==> src/hw/rtl/sddw_pkg.sv <==
// Shared types and constants of the signed decimal digit writer.
`timescale 1ns / 1ps

package sddw_pkg;

    // Digit register addressing and codes.
    localparam logic [3:0] FIRST_ADDRESS = 4'd1;
    localparam logic [3:0] MINUS_CODE    = 4'd10;
    localparam logic [3:0] MAX_WRITES    = 4'd11;

    // Commands from the controller to the datapath.
    typedef struct packed {
        logic load;        // take a new value, start the conversion
        logic shift;       // one double-dabble step
        logic emit_digit;  // write the lowest BCD digit to the output register
        logic emit_sign;   // write the minus code to the output register
    } sddw_cmd_t;

    // Status from the datapath to the controller.
    typedef struct packed {
        logic digit_final; // the digit now at the bottom is the last one emitted
        logic neg;         // the value being shown is negative
        logic out_free;    // the output register can take a write this cycle
    } sddw_status_t;

endpackage

==> src/hw/rtl/sddw_ctrl.sv <==
// Controller state machine of the signed decimal digit writer.
`timescale 1ns / 1ps

module sddw_ctrl
    import sddw_pkg::*;
#(
    parameter int VALUE_WIDTH = 32
)
(
    input  logic         clk,
    input  logic         rst_n,
    input  logic         in_valid,
    output logic         in_ready,
    input  sddw_status_t status,
    output sddw_cmd_t    cmd
);

    localparam int CNT_W = $clog2(VALUE_WIDTH);

    typedef enum logic [1:0] {
        ST_IDLE,
        ST_CONVERT,
        ST_EMIT_DIGIT,
        ST_EMIT_SIGN
    } state_t;

    state_t           state_reg, state_next;
    logic [CNT_W-1:0] cnt_reg, cnt_next;

    always_comb
    begin
        state_next     = state_reg;
        cnt_next       = cnt_reg;
        in_ready       = 1'b0;
        cmd.load       = 1'b0;
        cmd.shift      = 1'b0;
        cmd.emit_digit = 1'b0;
        cmd.emit_sign  = 1'b0;
        unique case (state_reg)
            ST_IDLE:
            begin
                in_ready = 1'b1;
                if (in_valid)
                begin
                    cmd.load   = 1'b1;
                    cnt_next   = '0;
                    state_next = ST_CONVERT;
                end
            end
            ST_CONVERT:
            begin
                cmd.shift = 1'b1;
                cnt_next  = cnt_reg + CNT_W'(1);
                if (cnt_reg == CNT_W'(VALUE_WIDTH - 1))
                begin
                    state_next = ST_EMIT_DIGIT;
                end
            end
            ST_EMIT_DIGIT:
            begin
                if (status.out_free)
                begin
                    cmd.emit_digit = 1'b1;
                    if (status.digit_final)
                    begin
                        state_next = status.neg ? ST_EMIT_SIGN : ST_IDLE;
                    end
                end
            end
            ST_EMIT_SIGN:
            begin
                if (status.out_free)
                begin
                    cmd.emit_sign = 1'b1;
                    state_next    = ST_IDLE;
                end
            end
            default:
            begin
                state_next = ST_IDLE;
            end
        endcase
    end

    always_ff @(posedge clk or negedge rst_n)
    begin
        if (!rst_n)
        begin
            state_reg <= ST_IDLE;
            cnt_reg   <= '0;
        end
        else
        begin
            state_reg <= state_next;
            cnt_reg   <= cnt_next;
        end
    end

endmodule

==> src/hw/rtl/sddw_datapath.sv <==
// Datapath of the signed decimal digit writer: magnitude, BCD shifter and output register.
`timescale 1ns / 1ps

module sddw_datapath
    import sddw_pkg::*;
#(
    parameter int VALUE_WIDTH = 32
)
(
    input  logic                   clk,
    input  logic                   rst_n,
    input  logic [VALUE_WIDTH-1:0] value,
    input  sddw_cmd_t              cmd,
    output sddw_status_t           status,
    output logic                   out_valid,
    input  logic                   out_ready,
    output logic [3:0]             out_address,
    output logic [3:0]             out_code,
    output logic                   out_last
);

    // Enough decimal digits for a magnitude of up to 2^(VALUE_WIDTH-1).
    localparam int NDIG  = (VALUE_WIDTH * 77) / 256 + 1;
    localparam int BCD_W = NDIG * 4;

    logic [VALUE_WIDTH-1:0] mag_reg, mag_next;
    logic [BCD_W-1:0]       bcd_reg, bcd_next;
    logic [BCD_W-1:0]       bcd_adj;
    logic                   neg_reg, neg_next;
    logic [3:0]             addr_reg, addr_next;
    logic                   valid_reg, valid_next;
    logic [3:0]             oaddr_reg, oaddr_next;
    logic [3:0]             ocode_reg, ocode_next;
    logic                   olast_reg, olast_next;
    logic                   rest_zero;
    logic                   at_cap;

    // Add three to every digit of five or more ahead of the shift.
    always_comb
    begin
        logic [3:0] d;
        for (int i = 0; i < NDIG; i++)
        begin
            d = bcd_reg[i*4 +: 4];
            bcd_adj[i*4 +: 4] = (d >= 4'd5) ? d + 4'd3 : d;
        end
    end

    assign rest_zero = (bcd_reg[BCD_W-1:4] == '0);
    // The run is cut so that it never exceeds the write limit, sign included.
    assign at_cap    = neg_reg ? (addr_reg == MAX_WRITES - 4'd1) : (addr_reg == MAX_WRITES);

    assign status.digit_final = rest_zero || at_cap;
    assign status.neg         = neg_reg;
    assign status.out_free    = !valid_reg || out_ready;

    always_comb
    begin
        mag_next   = mag_reg;
        bcd_next   = bcd_reg;
        neg_next   = neg_reg;
        addr_next  = addr_reg;
        valid_next = valid_reg && !out_ready;
        oaddr_next = oaddr_reg;
        ocode_next = ocode_reg;
        olast_next = olast_reg;
        if (cmd.load)
        begin
            neg_next  = value[VALUE_WIDTH-1];
            mag_next  = value[VALUE_WIDTH-1] ? (~value + VALUE_WIDTH'(1)) : value;
            bcd_next  = '0;
            addr_next = FIRST_ADDRESS;
        end
        if (cmd.shift)
        begin
            bcd_next = {bcd_adj[BCD_W-2:0], mag_reg[VALUE_WIDTH-1]};
            mag_next = {mag_reg[VALUE_WIDTH-2:0], 1'b0};
        end
        if (cmd.emit_digit)
        begin
            valid_next = 1'b1;
            oaddr_next = addr_reg;
            ocode_next = bcd_reg[3:0];
            olast_next = !neg_reg && status.digit_final;
            bcd_next   = {4'd0, bcd_reg[BCD_W-1:4]};
            addr_next  = addr_reg + 4'd1;
        end
        if (cmd.emit_sign)
        begin
            valid_next = 1'b1;
            oaddr_next = addr_reg;
            ocode_next = MINUS_CODE;
            olast_next = 1'b1;
        end
    end

    always_ff @(posedge clk or negedge rst_n)
    begin
        if (!rst_n)
        begin
            valid_reg <= 1'b0;
        end
        else
        begin
            valid_reg <= valid_next;
        end
    end

    always_ff @(posedge clk)
    begin
        mag_reg   <= mag_next;
        bcd_reg   <= bcd_next;
        neg_reg   <= neg_next;
        addr_reg  <= addr_next;
        oaddr_reg <= oaddr_next;
        ocode_reg <= ocode_next;
        olast_reg <= olast_next;
    end

    assign out_valid   = valid_reg;
    assign out_address = oaddr_reg;
    assign out_code    = ocode_reg;
    assign out_last    = olast_reg;

endmodule

==> src/hw/rtl/signed_decimal_digit_writer_core.sv <==
// Top level of the signed decimal digit writer.
`timescale 1ns / 1ps
// Sequence: the value is loaded on accept and converted by the double-dabble shifter; the first
// digit write is then placed in the output register, where it waits until it is taken.
// A run holds 1 to 11 writes; the next value is accepted once the final write of the run has
// entered the output register. The shifter takes one magnitude bit per cycle, then one write a
// cycle while the output register is free (not stalled downstream).
// Reset (rst_n, asynchronous, active low) clears the controller and the output valid flag.

module signed_decimal_digit_writer_core
    import sddw_pkg::*;
#(
    parameter int VALUE_WIDTH = 32
)
(
    input  logic                                 clk,
    input  logic                                 rst_n,
    // Input items. s_tdata: value (VALUE_WIDTH bits, signed), zero padding to whole bytes.
    input  logic                                 s_tvalid,
    output logic                                 s_tready,
    input  logic [((VALUE_WIDTH + 7) / 8)*8-1:0] s_tdata,
    // Result items. m_tdata: digit_address [3:0], digit_code [7:4]. m_tlast: last.
    output logic                                 m_tvalid,
    input  logic                                 m_tready,
    output logic [7:0]                           m_tdata,
    output logic                                 m_tlast
);

    sddw_cmd_t    cmd;
    sddw_status_t status;
    logic [3:0]   digit_address;
    logic [3:0]   digit_code;

    // The controller sequences one value at a time: load, VALUE_WIDTH conversion
    // steps, then the digit writes and the optional minus sign.
    sddw_ctrl #(
        .VALUE_WIDTH (VALUE_WIDTH)
    ) u_ctrl (
        .clk      (clk),
        .rst_n    (rst_n),
        .in_valid (s_tvalid),
        .in_ready (s_tready),
        .status   (status),
        .cmd      (cmd)
    );

    // The datapath holds the magnitude, the BCD digits and the output register.
    // The output register lets a new value be taken while the final write of
    // the previous run is still waiting downstream.
    sddw_datapath #(
        .VALUE_WIDTH (VALUE_WIDTH)
    ) u_datapath (
        .clk         (clk),
        .rst_n       (rst_n),
        .value       (s_tdata[VALUE_WIDTH-1:0]),
        .cmd         (cmd),
        .status      (status),
        .out_valid   (m_tvalid),
        .out_ready   (m_tready),
        .out_address (digit_address),
        .out_code    (digit_code),
        .out_last    (m_tlast)
    );

    assign m_tdata = {digit_code, digit_address};

endmodule

==> config.mk <==
export PLATFORM = sky130hd
export DESIGN_NAME = signed_decimal_digit_writer_core
export DESIGN_NICKNAME = d
export VERILOG_FILES = /design/src/hw/rtl/sddw_pkg.sv /design/src/hw/rtl/sddw_ctrl.sv /design/src/hw/rtl/sddw_datapath.sv /design/src/hw/rtl/signed_decimal_digit_writer_core.sv
export SDC_FILE = /design/constraint.sdc
export NUM_CORES = 1
export LEC_CHECK = 0
export ABC_CLOCK_PERIOD_IN_PS = 4100
export BUFFER_PORTS_ARGS = -buffer_cell sky130_fd_sc_hd__buf_2
export CORE_ASPECT_RATIO = 1.1
export CORE_MARGIN = 4
export CORE_UTILIZATION = 55
export DETAILED_ROUTE_END_ITERATION = 7
export PLACE_DENSITY = 0.74
export SLEW_MARGIN = 20
export SYNTH_ARGS = -nofsm -noshare
export SYNTH_HDL_FRONTEND = slang
export SYNTH_SLANG_ARGS = --single-unit
==> constraint.sdc <==
create_clock -name clk -period 4.1 [get_ports clk]
set_input_delay 0.82 -clock clk [delete_from_list [all_inputs] [get_ports clk]]
set_output_delay 0.82 -clock clk [all_outputs]
set_load 0.02 [all_outputs]
==> metrics.cfg <==
[clock_network]
cts_hold_buf = 0
clockRootBuffer = clkbuf_8
cts_buffer_depth = 2
postCtsSetupRepairBufs = 0
clk_latency_ns = 0.37
cts_inserted_buffers = 9
cts_tree = done
cts.repair.resized = 0
h-tree-depth = 3
cts.sinks = 94
clk_pin_slew_ns = 0.10

[grt]
grt_max_degree = 50
grt_pass1_vias = 4080
grt_first_pass_wirelength_um = 19120
antenna_found_initial = 0
overflow = 0
grt_usage = 0.2071

[sta]
worstMarginPinSlew_ns = 0.8481
post-route-min-period_ns = 2.779
slew_violations = 0
fin_tns_setup_ns = 0
setup_viol = 0
finalHoldViolCount = 0
rsz0062_at_grt = false
timing.fmax_ghz = 0.3599
relSlewSlack = 0.4346
period_share = 0.6778
skew_ns = 0.01184

[routing]
wl_per_cell_um = 16.35
postRouteAntennaNets = 0
drc = 0
drt_iter0_drc = 221
drt-total-wl_um = 11430
drt_pass1_iterations = 4
via_per_inst = 5.948
dr_total_vias = 4158

[finish]
nFillCells = 804
fin_nets = 642
n_antenna_cell = 0
multi_input_area_um2 = 2628
largest_register_ff_count = 40
drive_gt1_frac = 0.1347
mostFrequentLayoutCells = nand2_1 (76), edfxtp_1 (76), o21ai_0 (59)
regArea_um2 = 2683
area_growth_syn_to_layout_pct = 10.42
final_area_um2 = 6071

[critical_path]
worst-path-buf-inv = 1
path_delay_family = simple AND/OR/NAND/NOR gates
cp_slowest_stage_delay_ns = 0.68
crit_chain = buf_2 -> nor4_1 -> nand4bb_1 -> o41ai_1 -> xor2_1 -> o21ai_0
r2r_start = u_ctrl.state_reg[1]
rrSetupSlack_ns = 1.71
timing.rr.end = u_datapath.bcd_reg[25]
arrival_ns = 2.89
cp_slowest_cell = nor4_1
worstSetupPathType = input pin to flop
crit_required_ns = 4.22
start_kind = input pin
ff2ff_path_depth = 5
path_max_fanout = 8
endpoint_kind = flop

[yosys]
synth_compound_area_frac = 0.1782
synth_seq_cells = 94
synth_area_um2 = 5498
synth_top_family_by_area = compound AO/OA/AOI/OAI gates
synth_ff_type = edfxtp_1
synthMuxAreaShare = 0.001821
syn_avg_cell_area_um2 = 10.31
synthXorXnorAreaFrac = 0.08284
yosysSeqAreaShare = 0.4879
synth-adder-area-share = 0.07283
ys_warn_count = 0
synthCells = 533
synth_edf_count = 76
synth-simple-area-share = 0.1409
async_flop_share = 0.08511
synth_cell_type_count = 44
syn_nets = 601

[min_path]
hp-class = input pin to async pin

[floorplanning]
die_w_um = 103.3
core-area_um2 = 9794
row_count = 38
die_area_um2 = 11660
die_h_um = 112.9
ios = 47
start_util = 0.5613

[placed_design]
placed_cell_area_um2 = 5844
gp_congestion = 0.8163
dp_hpwl_um = 7855
io_buffers = 46

[pwr]
clockPowerShare = 0.160
power_leakage_nw = 2.416
power_frac_comb = 0.396
irDropWorstVdd_mv = 0.2566
pwr-share-seq = 0.443
p_int_mw = 2.710
finalPower_mw = 4.394
p_switching_mw = 1.684
p_sw_frac = 0.3832
cellPowerDensity_nw_per_um2 = 723.8

[run]
maxCapViolations = 0

[outcome]
status = completed

==> metrics by stage <==
step / util / hold slack (ns) / std cells / setup slack (ns)
finish: 0.6198 / 0.2711 / 699 / 1.321
global placement: 0.5967 / 0.4324 / 683 / 1.066
CTS: 0.6198 / 0.2608 / 699 / 1.376
detailed placement: 0.5967 / 0.4505 / 683 / 0.9867
global route: 0.6198 / 0.2640 / 699 / 1.202
floorplan: - / 0.4366 / 533 / 1.400
==> cells by family (layout without fill, tap and decap cells) <==
kind of cell,after synthesis,in the layout
multiplexers,1,1
XOR/XNOR,52,52
buffers and inverters,50,96
flip-flops,94,94
AO/OA/AOI/OAI,152,152
AND/OR/NAND/NOR,152,152
adder cells (fa/ha/maj),32,32
==> worst reg2reg max path, delay by kind of cell, from the launching register on <==
kind                   cells  cell delay, ns
and+or+nand+nor            3            0.82
buffers and inverters      2            0.78
DFF                        1            0.53
==> power groups by stage <==
stage          Clock (mW)  Sequential, mW  Combinational (mW)
2_1_floorplan           0            1.92                1.29
3_3_place_gp            0            1.95                1.67
3_5_place_dp            0            1.96                1.73
4_1_cts             0.719            1.95                1.75
5_1_grt             0.759            2.00                1.98
6_report            0.704            1.95                1.74
==> area by class of cell <==
| type | count | share of cell area |
|---|---|---|
| clock buffer | 9 | 0.02040 |
| clock inverter | 7 | 0.01690 |
| inverter | 27 | 0.01669 |
| multi-input combinational | 389 | 0.4328 |
| sequential | 94 | 0.4419 |
| tap | 120 | 0.02473 |
| timing repair buffer | 53 | 0.04658 |
==> synth_stat cells (2+ instances only) <==
cell type,number,area share
nand2b_1,17,0.019
nand4b_1,2,0.0032
o32ai_1,9,0.014
buf_1,2,0.0014
nor2_1,9,0.0061
o21ai_0,59,0.054
a22o_1,11,0.018
o21ai_1,12,0.011
a32o_1,2,0.0036
nor4b_1,3,0.0048
xor2_1,39,0.062
or3_1,5,0.0057
edfxtp_1,76,0.42
nand3_1,7,0.0064
ha_1,32,0.073
and3_1,2,0.0023
nor3b_1,10,0.014
o41ai_1,5,0.0080
nand2_1,76,0.052
nor3_1,3,0.0027
o22ai_1,10,0.011
o31ai_1,11,0.015
dfxtp_1,10,0.036
o41ai_2,5,0.015
xnor2_1,13,0.021
clkbuf_1,20,0.014
nor4_1,5,0.0057
nand4_1,4,0.0046
nor2b_1,3,0.0034
a21oi_1,24,0.022
inv_1,27,0.018
dfrtp_1,8,0.036
==> worst max-delay path by stage <==
stage	start	end	slack (ns)	cells past startpoint
after global routing	s_tdata[10]	u_datapath.mag_reg[23]	1.20	6
final	s_tdata[10]	u_datapath.mag_reg[23]	1.32	6
after detailed placement	s_tdata[10]	u_datapath.mag_reg[23]	0.99	6
after global placement	s_tdata[10]	u_datapath.mag_reg[23]	1.07	6
after floorplan	m_tready	u_datapath.bcd_reg[0]	1.40	3
after CTS	s_tdata[10]	u_datapath.mag_reg[23]	1.38	6
==> metal layers <==
layer / vias to the layer above / share of wire / track usage
li1: 2034 / - / -
met1: 2013 / 0.45 / 0.2781
met2: 91 / 0.48 / 0.3291
met3: 20 / 0.044 / 0.03453
met4: 0 / 0.021 / 0.08981
met5: - / 0 / 0
No activity file was read; power rests on OpenSTA's default activity.
